File: src/design/sm4_pkg.sv
// sm4 package: payload and pipeline types, cipher constants and round functions
package sm4_pkg;

   typedef struct packed {
      logic [63:0] plain_high;
      logic [63:0] plain_low;
   } req_payload_type;

   typedef struct packed {
      logic [63:0] cipher_high;
      logic [63:0] cipher_low;
   } rsp_payload_type;

   typedef struct packed {
      logic [63:0] key_high;
      logic [63:0] key_low;
   } key_type;

   // one pipeline stage: data words, key schedule words, round key for the next stage
   typedef struct packed {
      logic [3:0][31:0] x;
      logic [3:0][31:0] k;
      logic [31:0]      rk;
   } stage_type;

   localparam logic [31:0] FK0 = 32'ha3b1bac6;
   localparam logic [31:0] FK1 = 32'h56aa3350;
   localparam logic [31:0] FK2 = 32'h677d9197;
   localparam logic [31:0] FK3 = 32'hb27022dc;

   localparam logic [7:0] CK_STEP = 8'd7;

   localparam logic [7:0] SBOX [256] = '{
      8'hd6,8'h90,8'he9,8'hfe,8'hcc,8'he1,8'h3d,8'hb7,8'h16,8'hb6,8'h14,8'hc2,8'h28,8'hfb,8'h2c,8'h05,
      8'h2b,8'h67,8'h9a,8'h76,8'h2a,8'hbe,8'h04,8'hc3,8'haa,8'h44,8'h13,8'h26,8'h49,8'h86,8'h06,8'h99,
      8'h9c,8'h42,8'h50,8'hf4,8'h91,8'hef,8'h98,8'h7a,8'h33,8'h54,8'h0b,8'h43,8'hed,8'hcf,8'hac,8'h62,
      8'he4,8'hb3,8'h1c,8'ha9,8'hc9,8'h08,8'he8,8'h95,8'h80,8'hdf,8'h94,8'hfa,8'h75,8'h8f,8'h3f,8'ha6,
      8'h47,8'h07,8'ha7,8'hfc,8'hf3,8'h73,8'h17,8'hba,8'h83,8'h59,8'h3c,8'h19,8'he6,8'h85,8'h4f,8'ha8,
      8'h68,8'h6b,8'h81,8'hb2,8'h71,8'h64,8'hda,8'h8b,8'hf8,8'heb,8'h0f,8'h4b,8'h70,8'h56,8'h9d,8'h35,
      8'h1e,8'h24,8'h0e,8'h5e,8'h63,8'h58,8'hd1,8'ha2,8'h25,8'h22,8'h7c,8'h3b,8'h01,8'h21,8'h78,8'h87,
      8'hd4,8'h00,8'h46,8'h57,8'h9f,8'hd3,8'h27,8'h52,8'h4c,8'h36,8'h02,8'he7,8'ha0,8'hc4,8'hc8,8'h9e,
      8'hea,8'hbf,8'h8a,8'hd2,8'h40,8'hc7,8'h38,8'hb5,8'ha3,8'hf7,8'hf2,8'hce,8'hf9,8'h61,8'h15,8'ha1,
      8'he0,8'hae,8'h5d,8'ha4,8'h9b,8'h34,8'h1a,8'h55,8'had,8'h93,8'h32,8'h30,8'hf5,8'h8c,8'hb1,8'he3,
      8'h1d,8'hf6,8'he2,8'h2e,8'h82,8'h66,8'hca,8'h60,8'hc0,8'h29,8'h23,8'hab,8'h0d,8'h53,8'h4e,8'h6f,
      8'hd5,8'hdb,8'h37,8'h45,8'hde,8'hfd,8'h8e,8'h2f,8'h03,8'hff,8'h6a,8'h72,8'h6d,8'h6c,8'h5b,8'h51,
      8'h8d,8'h1b,8'haf,8'h92,8'hbb,8'hdd,8'hbc,8'h7f,8'h11,8'hd9,8'h5c,8'h41,8'h1f,8'h10,8'h5a,8'hd8,
      8'h0a,8'hc1,8'h31,8'h88,8'ha5,8'hcd,8'h7b,8'hbd,8'h2d,8'h74,8'hd0,8'h12,8'hb8,8'he5,8'hb4,8'hb0,
      8'h89,8'h69,8'h97,8'h4a,8'h0c,8'h96,8'h77,8'h7e,8'h65,8'hb9,8'hf1,8'h09,8'hc5,8'h6e,8'hc6,8'h84,
      8'h18,8'hf0,8'h7d,8'hec,8'h3a,8'hdc,8'h4d,8'h20,8'h79,8'hee,8'h5f,8'h3e,8'hd7,8'hcb,8'h39,8'h48
   };

   function automatic logic [31:0] sub_word(input logic [31:0] v);
      return {SBOX[v[31:24]], SBOX[v[23:16]], SBOX[v[15:8]], SBOX[v[7:0]]};
   endfunction

   // data round linear transform
   function automatic logic [31:0] round_mix(input logic [31:0] v);
      logic [31:0] b;
      b = sub_word(v);
      return b ^ {b[29:0], b[31:30]} ^ {b[21:0], b[31:22]}
               ^ {b[13:0], b[31:14]} ^ {b[7:0], b[31:8]};
   endfunction

   // key schedule linear transform
   function automatic logic [31:0] sched_mix(input logic [31:0] v);
      logic [31:0] b;
      b = sub_word(v);
      return b ^ {b[18:0], b[31:19]} ^ {b[8:0], b[31:9]};
   endfunction

   // byte j of word i is (4*i + j) * 7 modulo 256
   function automatic logic [31:0] ck_word(input logic [4:0] idx);
      logic [31:0] w;
      logic [7:0]  n;
      w = '0;
      for (int j = 0; j < 4; j++) begin
         n = {1'b0, idx, 2'b00} + 8'(j);
         w = {w[23:0], 8'(n * CK_STEP)};
      end
      return w;
   endfunction

endpackage

File: src/design/sm4_csr.sv
// sm4 key registers behind the apb-style configuration port
module sm4_csr (
   input  logic            clock,
   input  logic            reset,
   input  logic            psel,
   input  logic            penable,
   input  logic            pwrite,
   input  logic [3:0]      paddr,
   input  logic [63:0]     pwdata,
   output logic [63:0]     prdata,
   output logic            pready,
   output sm4_pkg::key_type key
);

   localparam logic SEL_KEY_HIGH = 1'b0;
   localparam logic SEL_KEY_LOW  = 1'b1;

   sm4_pkg::key_type key_ff;
   sm4_pkg::key_type key_in;
   logic             wr_en;

   assign pready = 1'b1;
   assign wr_en  = psel & penable & pwrite;

   always_comb begin
      key_in = key_ff;
      if (wr_en) begin
         case (paddr[3])
            SEL_KEY_HIGH: key_in.key_high = pwdata;
            SEL_KEY_LOW:  key_in.key_low  = pwdata;
            default:      key_in = key_ff;
         endcase
      end
   end

   always_ff @(posedge clock) begin
      if (reset) begin
         key_ff <= '0;
      end else begin
         key_ff <= key_in;
      end
   end

   assign prdata = (paddr[3] == SEL_KEY_LOW) ? key_ff.key_low : key_ff.key_high;
   assign key    = key_ff;

endmodule

File: config.mk
export PLATFORM = sky130hd
export DESIGN_NAME = sm4_csr
export DESIGN_NICKNAME = d
export VERILOG_FILES = /design/src/design/sm4_pkg.sv /design/src/design/sm4_csr.sv
export SDC_FILE = /design/constraint.sdc
export NUM_CORES = 1
export LEC_CHECK = 0
export BUFFER_PORTS_ARGS = -buffer_cell sky130_fd_sc_hd__buf_4
export CELL_PAD_IN_SITES_DETAIL_PLACEMENT = 1
export CELL_PAD_IN_SITES_GLOBAL_PLACEMENT = 2
export CORE_AREA = 3 3 180 129
export CTS_CLUSTER_DIAMETER = 60
export DETAILED_ROUTE_END_ITERATION = 12
export DIE_AREA = 0 0 183 132
export HOLD_SLACK_MARGIN = 0.05
export PLACE_DENSITY = 0.79
export SLEW_MARGIN = 40
export SYNTH_ARGS = -nofsm -noshare
export SYNTH_HDL_FRONTEND = slang
export SYNTH_SLANG_ARGS = --single-unit
File: constraint.sdc
create_clock -name clock -period 1.4 [get_ports clock]
set_input_delay 0.21 -clock clock [delete_from_list [all_inputs] [get_ports clock]]
set_output_delay 0.21 -clock clock [all_outputs]
set_load 0.05 [all_outputs]
# After elaboration in Yosys (flattened, before gate mapping)
# Index checks and enable logic that the tools add are counted.
# W data, S select, Z words.
# totals
reg_bits,128
output_inout_bits,193
elab_cells,8
# classes
mux,1
n_bitwise,3
n_reduce_logical,2
# op_table
cell,n
$mux W64,1
$reduce_and A2 Y1,2
$and A1 B1 Y1,2
$not A1 Y1,1

# Longest topological paths before layout
# Gate-level depths: netlist of run 1.
# logic_depth
depth_word,3
mapped_depth,5

# Least setup slack after synthesis of run 1
# Ideal clock, no wire load.
# synth_path
path_kind,input-to-output
startpoint,input port paddr[3]
endpoint,output port prdata[10]
t_arrival_ns,1.067
setup_slack_ns,0.123
cell_stages,3
path_buffers,2
path_cell_list,buf_2 > buf_2 > mux2_2
# synth_via
elab_chain_len,1
# synth_lines
item,line_no,source
from (decl),sm4_csr.sv:8,"input logic [3:0] paddr,"
$mux W64,sm4_csr.sv:44,assign prdata = (paddr[3] == SEL_KEY_LOW) ? key_ff.key_low : key_ff.key_high;
to (decl),sm4_csr.sv:10,"output logic [63:0] prdata,"
# No other way between the ends.

# Worst setup path after layout of run 1
# layout_path
startpoint,"register key_ff, in the netlist key[80]"
endpoint,output port prdata[16]
# layout_via
elab_chain_len,1
# layout_lines
item,line_no,source
from (decl),sm4_csr.sv:18,sm4_pkg::key_type key_ff;
from (signal assigned),sm4_csr.sv:40,key_ff <= key_in;
$mux W64,sm4_csr.sv:44,
# No other way between the ends.

==> results of run 1 <==
-- metrics by stage --
| stage | util (%) | area [sq um] |
|---|---|---|
| 2_1_floorplan | - | 6015 |
| 3_5_place_dp | 38.49 | 8322 |
| 3_3_place_gp | 38.49 | 8322 |
| 4_1_cts | 47.25 | 10220 |
| 5_1_grt | 48.17 | 10420 |
| 6_report | 48.17 | 10420 |
-- layout by cell type (no fill, tap or decap), drive strengths merged --
cell type,netlist,routed
and4,1,1
clkinv,0,4
bufinv,0,3
nand2b,192,192
mux2,64,64
inv,0,5
buf,21,356
mux2i,128,128
conb,1,1
clkinvlp,0,2
nand4b,1,1
clkbuf,22,19
dfxtp,128,128
nand4,1,1
and4b,1,1
-- synthesized netlist by cell type, drive strengths merged --
cell type	number	area (sq um)
and4	1	8.760
and4b	1	10.01
buf	21	128.9
clkbuf	22	82.58
conb	1	3.750
dfxtp	128	2562
mux2	64	720.7
mux2i	128	1281
nand2b	192	1201
nand4	1	6.260
nand4b	1	8.760
-- layer usage --
metal	GRT usage [%]	vias up	share of wire (%)
li1	-	2536	-
met1	22.29	2626	44
met2	29.21	181	49
met3	4.937	17	6.3
met4	4.101	0	1.1
met5	0	-	0
-- final cells by class --
type | count | area (sq um) | area share [%]
Clock inverter | 14 | 178.9 | 1.718
Multi-Input combinational cell | 389 | 3440 | 33.02
Timing Repair Buffer | 357 | 3276 | 31.45
Tap cell | 282 | 352.8 | 3.388
Sequential cell | 128 | 2729 | 26.20
Clock buffer | 18 | 439.2 | 4.217
-- cells by family (layout without fill, tap and decap cells) --
family / after synthesis / in the layout / share of synthesized area [%]
AND/OR/NAND/NOR: 196 / 196 / 20.53
multiplexers: 192 / 192 / 33.28
flip-flops: 128 / 128 / 42.60
buffers and inverters: 43 / 389 / 3.516
other: 1 / 1 / 0.06235
-- final timing paths --
| check | slack [ns] | depth (start not counted) | startpoint | endpoint |
|---|---|---|---|---|
| worst max-delay path | -0.002 | 2 | key[80] | prdata[16] |
| worst min-delay path | 0.08 | 3 | pwdata[22] | key[22] |
| worst max register to register | 0.62 | 3 | key[111] | key[111] |
| worst min register to register | 0.48 | 2 | key[88] | key[88] |
-- what timing repair did --
item	in CTS	in global routing
resized for setup	266	37
hold buffers	0	0
buffers inserted	74	9
endpoints found under the setup margin	64	64
gates cloned	0	1
-- worst reg2reg max path, cell delays in order (launching register included) --
cell and delay, ns:
dfxtp_4 0.35, buf_4 0.12, nand2b_1 0.06, mux2i_1 0.16
-- report_power, final --
part           leakage [nW]  total [mW]  internal [mW]  switching, mW
Clock                 0.300        4.66           2.88           1.78
Combinational          3.61        1.57          0.704          0.866
Sequential             1.10        3.80           3.73         0.0653
Total                  5.01        10.0           7.32           2.71
==> impl_metrics.json, run 1 <==
{
  "outcome": "finished with violations",
  "violations": "setup timing",
  "fmax_mhz": 713.4,
  "final_nets": 966,
  "endpoint_kind": "primary output",
  "routedWlPerCell_microns": 18.43,
  "path_buf_inv": 1,
  "required_ns": 1.19,
  "root_buffer": "clkbuf_16",
  "tns_ns": -0.001815,
  "cts_buffers": 17,
  "critical-path-slowest-cell": "dfxtp_4",
  "first_global_vias": 5754,
  "fillers": 2371,
  "postSynthCellCount": 560,
  "portBuffers": 261,
  "routed_wl_microns": 21890,
  "clock-sinks": 128,
  "diodes": 0,
  "drc": 0,
  "syn_nets": 633,
  "dr.first_iter.drc_count": 220,
  "crit_path_max_incr_delay_ns": 0.35,
  "drv_cap": 0,
  "cp_cell_sequence": "mux2_4, buf_8",
  "rsz0062_at_grt": "yes",
  "grt.total_usage_pct": 17.44,
  "drive_gt1_share_pct": 63.91,
  "final-setup-viol-count": 1,
  "largest_register_ffs": 128,
  "area_growth_syn_to_layout_pct": 73.16,
  "die_x_microns": 183,
  "vias": 5360,
  "ant_nets": 0,
  "p_per_area_nw_per_um2": 962.6,
  "cp_data_arrival_time_ns": 1.19,
  "cp_top_family": "flip-flops",
  "path_clk_slew_ns": 0.06,
  "min_path_type": "primary input to register",
  "start_util_pct": 27.82,
  "fin_cells": 1188,
  "dr.pass1.iters": 4,
  "hold_violations": 0,
  "post-place-ws_ns": -0.05938,
  "slew_violations": 0,
  "critPathMaxFanout": 2,
  "synth-seq-cells": 128,
  "power.leakage_nw": 5.012,
  "crit_type": "register to primary output",
  "period_needed_ns": 1.402,
  "syn-cell-area_sq_um": 6015,
  "core_area_sq_um": 21620,
  "grt_max_degree": 64,
  "ir_worst_vdd_uv": 681.0,
  "finalClockSkew_ns": 0,
  "dp_cells": 1072,
  "rows": 45,
  "hold_ws_ns": 0.08368,
  "grt_antenna_before_repair": 0,
  "io_pins": 266,
  "clock_latency_ns": 0.40,
  "clockBufferDepth": 2,
  "postSynthAreaPerCell_sq_um": 10.74,
  "cts_max_level": 4,
  "total_power_mw": 10.03,
  "yosysUniqueCellTypes": 13,
  "fin_ws_ns": -0.001815,
  "cts_tree": "done",
  "grt_pass1_wl_microns": 33200,
  "cp-start-kind": "register",
  "dieArea_sq_um": 24160,
  "via_per_inst": 4.512,
  "dp_hpwl_microns": 13930,
  "ys_seq_area_share_pct": 42.60,
  "synth_warnings": 0,
  "grt_overflow": 0,
  "fin_crit_sh_pct": 100.1,
  "dieHeight_microns": 132,
  "place_congestion": 0.7717
}
(Power assumes the default switching activity.)
==> run 2, diff against run 1 <==
Settings changed: ABC_CLOCK_PERIOD_IN_PS from default to 1400, CORE_AREA 3 3 180 129 to 3 3 124 186, DIE_AREA 0 0 183 132 to 0 0 127 189, SLEW_MARGIN 40 to 20.
==> run 2 against run 1 <==
  * The run now ends clean
  * Largest power group unchanged
  * Critical path depth is the same
  * Count of clock-buffer cells in the layout increased by 1
  * Routed wire length decreased by 13%
  * Clock skew unchanged
  * Clock power fell by 7.1%
  * Largest cell class unchanged
  * Critical path type unchanged
  * Combinational power down 6%
==> impl_metrics.json, run 2 (same netlist as run 1, synthesis figures left out) <==
{
  "final-setup-viol-count": 0,
  "highest_layer": "met4",
  "relSlewSlack_pct": 63.01,
  "area_growth_syn_to_layout_pct": 65.78,
  "power.leakage_nw": 4.731,
  "grt_antenna_before_repair": 0,
  "hold_ws_ns": 0.08292,
  "ant_nets": 0,
  "crit_type": "register to primary output",
  "dp_cells": 1062,
  "clock_latency_ns": 0.40,
  "cp_cell_sequence": "mux2_4, buf_8",
  "cts_buffers": 17,
  "dieHeight_microns": 189,
  "clockBufferDepth": 2,
  "worstMarginPinSlew_ns": 0.5548,
  "diodes": 0,
  "drv_cap": 0,
  "post-place-ws_ns": -0.05064,
  "path_clk_slew_ns": 0.06,
  "hold_violations": 0,
  "rsz0062_at_grt": "yes",
  "fin_cells": 1140,
  "path_buf_inv": 1,
  "vias": 5195,
  "outcome": "completed",
  "min_path_type": "primary input to register",
  "period_needed_ns": 1.387,
  "p_per_area_nw_per_um2": 964.5,
  "largest_register_ffs": 128,
  "slew_violations": 0,
  "routed_wl_microns": 19140,
  "die_x_microns": 127,
  "via_per_inst": 4.557,
  "design_area_sq_um": 9971,
  "first_global_vias": 5751,
  "wl_met2_microns": 10350,
  "postPlaceCellArea_sq_um": 8297,
  "root_buffer": "clkbuf_16",
  "required_ns": 1.19,
  "grt_pass1_wl_microns": 30050,
  "clock-sinks": 128,
  "postLayoutCoreUtil_pct": 46.08,
  "endpoint_kind": "primary output",
  "fin_ws_ns": 0.01256,
  "fin_crit_sh_pct": 99.10,
  "grt_max_degree": 108,
  "fillers": 2345,
  "critPathMaxFanout": 3,
  "critical-path-slowest-cell": "dfxtp_2",
  "cp-start-kind": "register",
  "fmax_mhz": 720.8,
  "rows": 66,
  "wl_met3_microns": 1262,
  "cts_tree": "done",
  "routedWlPerCell_microns": 16.79,
  "finalClockSkew_ns": 0,
  "holdPathStages": 3,
  "start_util_pct": 27.80,
  "dr.first_iter.drc_count": 128,
  "tns_ns": 0,
  "final_cell_mix": "248 x buf_4, 192 x nand2b_1, 128 x mux2i_1, 121 x dfxtp_2, 47 x buf_8",
  "cp_data_arrival_time_ns": 1.18,
  "wl_met1_microns": 7268,
  "cp_num_cells": 2,
  "dp_hpwl_microns": 13240,
  "total_power_mw": 9.617,
  "place_congestion": 0.7599,
  "drc": 0,
  "final_nets": 929,
  "io_pins": 266,
  "grt_overflow": 0,
  "layout_commonest_cell": "buf_4",
  "dr.pass1.iters": 4,
  "cts_max_level": 4,
  "ir_worst_vdd_uv": 704.9,
  "cp_top_family": "flip-flops",
  "ff2ff_path_depth": 3,
  "core_area_sq_um": 21640,
  "crit_path_max_incr_delay_ns": 0.33,
  "dieArea_sq_um": 24000,
  "drive_gt1_share_pct": 61.75,
  "portBuffers": 261,
  "grt.total_usage_pct": 15.44
}
-- run 2: changes by cell type in the layout (fill, tap and decap cells not counted), moves of 2 or more --
cell	change
buf_4	-34
buf_8	-8
buf_6	+7
mux2_2	+6
mux2_4	-6
dfxtp_1	+4
dfxtp_4	-4
clkinvlp_4	+3
inv_6	-3
buf_16	-2
-- run 2: timing repair --
action                     4_1_cts  5_1_grt
gates resized for setup        158      120
setup endpoints to repair       64       64
setup buffers                   22       25
hold buffers                     0        0
-- run 2: power by group --
group          leakage, nW  internal, mW  total [mW]  switching (mW)
clock network        0.268          2.67        4.33            1.66
registers             1.09          3.74        3.81          0.0683
logic                 3.37         0.657        1.48           0.820
-- run 2: cell type report --
cell class / instances / area, sq um / share of cell area, %
repair buffers: 320 / 2919 / 29.28
flip-flops and latches: 128 / 2714 / 27.22
clock buffers: 19 / 442.9 / 4.442
multi-input cells: 389 / 3417 / 34.27
well taps: 272 / 340.3 / 3.413
clock inverters: 12 / 137.6 / 1.380
-- run 2: path summary, 6_finish.rpt --
| path | startpoint | endpoint | slack, ns |
|---|---|---|---|
| min reg2reg | key[28] | key[28] | 0.48 |
| max | key[123] | prdata[59] | 0.01 |
| min | pwdata[25] | key[25] | 0.08 |
| max reg2reg | key[122] | key[122] | 0.64 |
-- run 2: routing by layer --
layer | global-route usage [%] | vias to the layer above
met2 | 28.51 | 171
met1 | 16.92 | 2542
met5 | 0 | -
met4 | 4.129 | 0
met3 | 4.742 | 18
li1 | - | 2464
-- run 2: worst reg2reg max path: cells and delay by family (launching register included) --
kind	cells	cell delay, ns
buf+inv	1	0.11
simple gates	1	0.05
flops	1	0.35
mux	1	0.17
